### config.mk
export PLATFORM = sky130hd
export DESIGN_NAME = tcpq_cell
export DESIGN_NICKNAME = d
export VERILOG_FILES = /design/src/rtl/core/tcpq_pkg.sv /design/src/rtl/core/tcpq_cell.sv
export SDC_FILE = /design/constraint.sdc
export NUM_CORES = 1
export LEC_CHECK = 0
export BUFFER_PORTS_ARGS = -buffer_cell sky130_fd_sc_hd__buf_2
export CORE_MARGIN = 5
export CORE_UTILIZATION = 47
export DETAILED_ROUTE_END_ITERATION = 12
export PLACE_DENSITY_LB_ADDON = 0.08
export RECOVER_POWER = 25
export SYNTH_ARGS = -nofsm -noshare
export SYNTH_HDL_FRONTEND = slang
export SYNTH_SLANG_ARGS = --single-unit
### constraint.sdc
create_clock -name clk -period 4 [get_ports clk]
set_clock_uncertainty 0.05 [all_clocks]
set_input_delay 0.2 -clock clk [delete_from_list [all_inputs] [get_ports clk]]
set_output_delay 0.2 -clock clk [all_outputs]
set_load 0.005 [all_outputs]
### src/rtl/core/tcpq_pkg.sv
// shared types, codes and helpers for the out-of-order segment queue
// depends on nothing
package tcpq_pkg;

  localparam int DEPTH_DEF = 32;
  localparam int MAX_OUT   = 32;

  // request codes
  localparam logic [2:0] REQ_INSERT = 3'd0;
  localparam logic [2:0] REQ_APPEND = 3'd1;
  localparam logic [2:0] REQ_DEQ    = 3'd2;
  localparam logic [2:0] REQ_GATHER = 3'd3;
  localparam logic [2:0] REQ_COVER  = 3'd4;

  // status codes
  localparam logic [2:0] STAT_OK   = 3'd0;
  localparam logic [2:0] STAT_DUP  = 3'd1;
  localparam logic [2:0] STAT_FIN  = 3'd2;
  localparam logic [2:0] STAT_FULL = 3'd3;
  localparam logic [2:0] STAT_NONE = 3'd4;

  typedef struct packed {
    logic [31:0] seq;
    logic [15:0] len;
    logic        fin;
    logic [15:0] handle;
  } entry_t;

  typedef enum logic [1:0] {
    OP_HOLD,
    OP_SCAN,
    OP_INSERT,
    OP_SHIFT
  } cell_op_t;

  typedef struct packed {
    cell_op_t op;
    logic     append;
    entry_t   new_ent;
  } cell_ctl_t;

  typedef enum logic [1:0] {
    S_IDLE,
    S_SCAN,
    S_APPLY,
    S_WALK
  } state_t;

  // a is after b in wrapping sequence order
  function automatic logic seq_after(input logic [31:0] a, input logic [31:0] b);
    logic [31:0] d;
    d = a - b;
    return (d != 32'd0) && !d[31];
  endfunction

  // a is not before b
  function automatic logic seq_not_before(input logic [31:0] a, input logic [31:0] b);
    logic [31:0] d;
    d = a - b;
    return !d[31];
  endfunction

endpackage

### src/rtl/core/tcpq_cell.sv
// one slot of the sorted segment chain
// depends on tcpq_pkg; neighbors feed it their words for shifts
module tcpq_cell #(
  parameter int DEPTH = tcpq_pkg::DEPTH_DEF,
  parameter int IDX   = 0
) (
  input  logic                       clk,
  input  tcpq_pkg::cell_ctl_t        ctl,
  input  logic [$clog2(DEPTH+1)-1:0] count,
  input  tcpq_pkg::entry_t           left_ent,
  input  tcpq_pkg::entry_t           right_ent,
  input  logic                       seen_in,
  output tcpq_pkg::entry_t           ent,
  output logic                       seen_out,
  output logic                       first_dup,
  output logic [31:0]                tail_seq,
  output logic                       tail_fin
);

  localparam int CW = $clog2(DEPTH+1);
  localparam logic [CW-1:0] IdxC = CW'(IDX);

  tcpq_pkg::entry_t ent_r;
  logic dup_r, aft_r, valid_r;
  logic hit, is_tail;

  // scan result of this slot
  assign hit       = valid_r && (dup_r || aft_r);
  assign seen_out  = seen_in || hit;
  assign first_dup = hit && !seen_in && dup_r;

  // tail word, zero unless this slot is the tail
  assign is_tail  = (count != '0) && (IdxC == count - CW'(1));
  assign tail_seq = is_tail ? ent_r.seq : 32'd0;
  assign tail_fin = is_tail && ent_r.fin;
  assign ent      = ent_r;

  // slot update
  always_ff @(posedge clk) begin
    unique case (ctl.op)
      tcpq_pkg::OP_SCAN: begin
        dup_r   <= (ent_r.seq == ctl.new_ent.seq) && (ent_r.len == ctl.new_ent.len);
        aft_r   <= tcpq_pkg::seq_after(ent_r.seq, ctl.new_ent.seq);
        valid_r <= IdxC < count;
      end
      tcpq_pkg::OP_INSERT: begin
        if (ctl.append) begin
          if (IdxC == count) ent_r <= ctl.new_ent;
        end else if (seen_in) begin
          ent_r <= left_ent;
        end else if (hit) begin
          ent_r <= ctl.new_ent;
        end
      end
      tcpq_pkg::OP_SHIFT: ent_r <= right_ent;
      default: ;
    endcase
  end

endmodule

==> flow_summary.yaml, run 1 <==
critical_path:
  worst_setup_path_start_kind: "register"
  arrival_ns: 3.40
  cp_max_fo: 10
  crit_required_ns: 4.03
  crit_path_end_kind: "register"
  path_class: "register to register"
drt:
  routed_wl_mm: 22.7
  wire_per_inst_um: 19.1
  drt_iter0_markers: 555
  drc_errors: 0
  drt_first_pass_iters: 5
  vias: 6654
  postRouteAntennaNets: 0
  viasPerCell: 5.62
min_path:
  hold_path_class: "input port to register"
cells_and_area:
  stdcell_count: 1185
  drive_gt1_frac: 0.292
  utilization: 0.627
  area_delta_synth_final_pct: 31.0
  nets: 1243
  design_area_mm2: 0.00791
  nFillCells: 1263
floorplanning:
  dieWidth_um: 123
  start_util: 0.479
  io_pins: 306
  core_area_mm2: 0.0126
  chipHeight_um: 123
  rows: 41
  dieArea_mm2: 0.0152
logic_synthesis:
  syn_inst: 735
  synth_compound_area_frac: 0.228
  synth_mux_area_frac: 0.0667
  synth_xor_area_frac: 0.0304
  ys_ff_latch: 68
  postSynthAreaPerCell_um2: 8.22
  ys_warn_count: 0
  ys_types: 65
  synth-simple-area-share: 0.209
  netlist_area_mm2: 0.00604
  ys_async_sr_fraction: 0
  synthAdderAreaFrac: 0.0642
  synth_edf_count: 68
  synth_nets: 972
  synthFlopType: "edfxtp_1"
  synth_top_family_by_area: "compound AO/OA/AOI/OAI gates"
  ys_seq_area_frac: 0.338
clocking:
  h-tree-depth: 3
  clk_pin_slew_ns: 0.06
  cts_hold_buffers: 0
  cts.sinks: 68
  root_buffer: "clkbuf_16"
  cts_tree: "yes"
  clock_path_buffers: 2
  cts_buffers: 9
  cts-resized-gates: 0
  worstSkewPairLatency_ns: 0.34
  post_cts_buffers: 0
timing:
  fmax_ghz: 0.297
  finalCritPeriodShare: 0.842
  fin_crit_ns: 3.37
  tns_ns: 0
  slew_headroom: 0.250
  grt_setup_unrepaired: "false"
  slew_violations: 0
  tightest_slew_ns: 1.13
  hold_viol_final: 0
  setup_violations: 0
place:
  place_inst: 1167
  gp_congestion: 0.935
  io_buffers: 305
  dp_hpwl_mm: 18.0
  placed_area_mm2: 0.00763
power:
  p_leak_uw: 0.00364
  totalPowerFinal_uw: 2580
  vdd_drop_max_mv: 0.203
  power.density_mw_per_mm2: 326
global_route:
  grt_max_degree: 131
  globalRouteTotalUtil: 0.290
  overflow: 0
  grt_pass1_wl_mm: 33.7
  grt_pass1_vias: 6357
  antenna_found_initial: 4
job:
  drv_cap: 0
run_status:
  outcome: "complete, no violations"
[final timing paths]
kind / slack (ns) / cells past startpoint / to / startpoint
max: 0.63 / 9 / aft_r / ent[49]
max reg2reg: 0.63 / 9 / aft_r / ent[49]
min reg2reg: 0.77 / 3 / dup_r / ent[30]
min: 0.08 / 3 / ent[17] / right_ent[17]
[cells in the final DEF (no fill, tap or decap), types with 5 or more instances in the layout]
| cell type | netlist | final |
|---|---|---|
| nand3_1 | 8 | 8 |
| or4_1 | 5 | 5 |
| xnor2_1 | 11 | 11 |
| nand4_1 | 15 | 15 |
| a31oi_1 | 6 | 6 |
| nor2_1 | 53 | 52 |
| a21oi_1 | 65 | 65 |
| inv_1 | 45 | 45 |
| o21ai_0 | 79 | 79 |
| and3_1 | 36 | 36 |
| nor4_1 | 6 | 6 |
| mux2i_1 | 38 | 38 |
| nor2b_1 | 7 | 6 |
| buf_2 | 9 | 258 |
| edfxtp_1 | 68 | 68 |
| clkbuf_1 | 35 | 47 |
| and2_1 | 7 | 6 |
| o211ai_1 | 10 | 10 |
| nand2_1 | 94 | 94 |
| o21a_1 | 9 | 8 |
| nor3_1 | 10 | 10 |
| a21o_1 | 8 | 8 |
| ha_1 | 31 | 31 |
| o21ai_1 | 7 | 7 |
| xor2_1 | 10 | 10 |
| clkbuf_16 | 0 | 9 |
[power breakdown]
part | total [uW] | internal, uW | switching [uW]
combinational | 750 | 314 | 436
clock | 941 | 607 | 333
sequential | 889 | 857 | 31.7
[flip-flops by register name, summed over array words and instances, names as in the netlist]
name / flops
ent: 65
dup_r: 1
valid_r: 1
aft_r: 1
[stage by stage]
step	hold slack, ns	worst slack [ns]
floorplan	0.337	0.820
global placement	0.424	0.806
detailed placement	0.428	0.722
CTS	0.0724	0.683
global route	0.0856	0.375
finish	0.0836	0.632
[layer usage]
| metal | vias to the layer above | share of wire | global-route usage |
|---|---|---|---|
| met4 | 4 | 0.025 | 0.0934 |
| met5 | - | 0.0010 | 0 |
| met3 | 46 | 0.083 | 0.0778 |
| met1 | 3096 | 0.38 | 0.351 |
| met2 | 276 | 0.51 | 0.501 |
| li1 | 3232 | - | - |
[worst max-delay path, cell delays in order (launching register included)]
cell and delay (ns):
edfxtp_1 0.42, ha_1 0.54, nand4_2 0.20, or4_1 0.61, a21oi_1 0.27, o31ai_1 0.16
a221oi_1 0.28, nand4_1 0.15, a2111oi_2 0.33, nor2_1 0.10
[layout make-up]
| class | count | area [um^2] | share of cell area |
|---|---|---|---|
| tap | 172 | 215 | 0.0272 |
| multi-input combinational | 574 | 3640 | 0.460 |
| timing repair buffer | 308 | 1500 | 0.190 |
| clock inverter | 7 | 114 | 0.0144 |
| sequential | 68 | 2040 | 0.258 |
| antenna | 2 | 5.00 | 0.000633 |
| clock buffer | 9 | 225 | 0.0285 |
| inverter | 45 | 169 | 0.0213 |
[cell families after synthesis]
group	after synthesis
AOI/OAI and AO/OA	222
adders and majority gates	31
DFF	68
and+or+nand+nor	260
muxes	40
xor gates and xnor gates	21
buffers and inverters	93
[Yosys cell counts, types with 3 or more instances]
library cell | count | area, um^2
nand2_1 | 94 | 353
o21ai_0 | 79 | 395
edfxtp_1 | 68 | 2040
a21oi_1 | 65 | 325
nor2_1 | 53 | 199
inv_1 | 45 | 169
mux2i_1 | 38 | 380
and3_1 | 36 | 225
clkbuf_1 | 35 | 131
ha_1 | 31 | 388
nand4_1 | 15 | 93.8
xnor2_1 | 11 | 96.3
nor3_1 | 10 | 50.1
o211ai_1 | 10 | 75.1
xor2_1 | 10 | 87.6
buf_2 | 9 | 45.0
o21a_1 | 9 | 67.6
a21o_1 | 8 | 60.1
nand3_1 | 8 | 40.0
and2_1 | 7 | 43.8
nor2b_1 | 7 | 43.8
o21ai_1 | 7 | 35.0
a31oi_1 | 6 | 37.5
nor4_1 | 6 | 37.5
or4_1 | 5 | 37.5
nand2b_1 | 4 | 25.0
o22ai_1 | 4 | 25.0
or3_1 | 4 | 25.0
a211oi_1 | 3 | 22.5
a221oi_1 | 3 | 26.3
o31ai_1 | 3 | 22.5
No activity file was read; power rests on OpenSTA's default activity.
==> run 2, diff against run 1 <==
ABC_AREA = 1   (was unset)
CORE_UTILIZATION = 48   (was 47)
clock period = 3.23 ns   (was 4 ns; I/O delays follow)
==> run 2 against run 1 <==
Global-route usage is 2.3 points higher; routed wire length up 15%; clock-buffer cell count unchanged; highest routed layer unchanged.
==> flow_summary.yaml, run 2 <==
logic_synthesis:
  postSynthAreaPerCell_um2: 6.30
  synth_xor_area_frac: 0.00813
  synth_compound_area_frac: 0.112
  ys_async_sr_fraction: 0
  synth_edf_count: 68
  synth_largest_area_cell: "edfxtp_1"
  synth_common_cells: "nand2_1, inv_1, nor2_1"
  synth_mux_area_frac: 0
  syn_inst: 1026
  synth.most_common_cell: "nand2_1"
  ys_seq_area_frac: 0.316
  ys_types: 31
  synthAdderAreaFrac: 0.0600
  netlist_area_mm2: 0.00646
  synth-simple-area-share: 0.379
  ys_ff_latch: 68
  synth_top_family_by_area: "simple AND/OR/NAND/NOR gates"
  synth_nets: 1263
  synthFlopType: "edfxtp_1"
  ys_warn_count: 0
  synth_area_leaders: "edfxtp_1, nand2_1, inv_1"
  synth_top_area_share: 0.316
clocking:
  clock_path_buffers: 2
  cts_buffers: 9
  worstSkewPairLatency_ns: 0.34
  cts_tree: "yes"
  cts_hold_buffers: 0
  post_cts_buffers: 0
  cts-resized-gates: 0
  root_buffer: "clkbuf_16"
  cts.sinks: 68
  clk_pin_slew_ns: 0.06
  h-tree-depth: 3
drt:
  routed_wl_mm: 26.0
  drt_iter0_markers: 591
  viasPerCell: 5.30
  vias: 7946
  drc_errors: 0
  wire_per_inst_um: 17.4
  postRouteAntennaNets: 0
  drt_first_pass_iters: 5
power:
  p_clk_frac: 0.369
  p_leak_uw: 0.00463
  p_sw_uw: 1080
  internal_power_uw: 2280
  p_comb_frac: 0.303
  p_seq_frac: 0.328
  power.density_mw_per_mm2: 396
  swShare: 0.322
  vdd_drop_max_mv: 0.354
critical_path:
  path_class: "register to register"
  worst_setup_path_start_kind: "register"
  arrival_ns: 2.68
  cp_max_fo: 5
  crit_path_end_kind: "register"
  crit_required_ns: 3.27
cells_and_area:
  area_delta_synth_final_pct: 31.3
  largest_reg_flops: 65
  nets: 1551
  stdcell_count: 1499
  drive_gt1_frac: 0.226
  final_common_cell: "nand2_1"
  final_cell_mix: "nand2_1, buf_2, inv_1"
global_route:
  grt_pass1_vias: 7571
  grt_pass1_wl_mm: 39.6
  met3_usage: 0.0965
  overflow: 0
  grt_max_degree: 65
  globalRouteTotalUtil: 0.314
  antenna_found_initial: 9
  grt.busiest_layer: "met2"
  use_met1: 0.392
  use_met2: 0.532
floorplanning:
  dieArea_mm2: 0.0159
  io_pins: 306
  core_area_mm2: 0.0132
  rows: 42
  start_util: 0.488
  chipHeight_um: 126
  dieWidth_um: 126
place:
  dp_hpwl_mm: 21.3
  io_buffers: 305
  gp_congestion: 0.968
  place_inst: 1479
  dp_slack_ns: 0.611
min_path:
  hold_path_class: "input port to register"
timing:
  setup_violations: 0
  grt_setup_unrepaired: "false"
  slew_violations: 0
  setup_ws_ns: 0.588
  slew_headroom: 0.535
  finalCritPeriodShare: 0.818
  hold_slack_ns: 0.108
  fin_crit_ns: 2.64
  fmax_ghz: 0.379
  tightest_slew_ns: 0.698
  tns_ns: 0
  hold_viol_final: 0
job:
  drv_cap: 0
run_status:
  outcome: "complete, no violations"
==> run 2: final cells by class <==
class / count / area, um^2
Antenna cell: 5 / 12.5
Fill cell: 1381 / 4750
Inverter: 176 / 661
Sequential cell: 68 / 2040
Multi-Input combinational cell: 744 / 3640
Clock inverter: 6 / 138
Timing Repair Buffer: 315 / 1550
Tap cell: 176 / 220
Clock buffer: 9 / 225
==> run 2: cells by family (layout without fill, tap and decap cells) <==
| logic type | Yosys count | after routing |
|---|---|---|
| simple gates | 587 | 587 |
| compound gates | 120 | 120 |
| xor+xnor | 6 | 6 |
| flops | 68 | 68 |
| fa+ha+maj | 31 | 31 |
| other cells | 0 | 5 |
| buf+inv | 214 | 506 |
==> run 2: power groups by stage <==
stage / Sequential (uW) / Combinational, uW / Clock, uW
floorplan: 1120 / 608 / 0
global placement: 1110 / 1010 / 0
detailed placement: 1120 / 1010 / 0
CTS: 1100 / 1020 / 1240
global route: 1110 / 1140 / 1280
finish: 1100 / 1020 / 1240
==> run 2: path summary, 6_finish.rpt <==
kind            start      end  slack [ns]  cells past startpoint
min reg2reg   ent[19]    dup_r        0.67                      3
min          count[0]  valid_r        0.11                      2
max reg2reg   ent[54]    aft_r        0.59                     14
max           ent[54]    aft_r        0.59                     14
==> run 2: routing by layer <==
metal  up-vias  part of all wire
met2       320              0.48
met4         8             0.024
li1       3925                 -
met3        49             0.090
met5         -            0.0016
met1      3644              0.40
==> run 2: per-stage QoR <==
stage / area [um^2] / power [uW] / utilization
5_1_grt: 8490 / 3520 / 0.641
3_5_place_dp: 8170 / 2130 / 0.617
3_3_place_gp: 8170 / 2120 / 0.617
6_report: 8490 / 3360 / 0.641
2_1_floorplan: 6470 / 1730 / -
4_1_cts: 8540 / 3360 / 0.645
==> run 2: worst max-delay path, cell delays in order (launching register included) <==
cell,delay (ns)
edfxtp_1,0.43
ha_1,0.45
nand2_1,0.13
nor2_1,0.18
inv_1,0.09
nor3_1,0.25
nand3_1,0.18
nand2_1,0.16
nand2_1,0.07
nand2_1,0.06
nand2_1,0.05
nor2_1,0.08
nand2_1,0.06
nor2_1,0.11
nor2_1,0.04
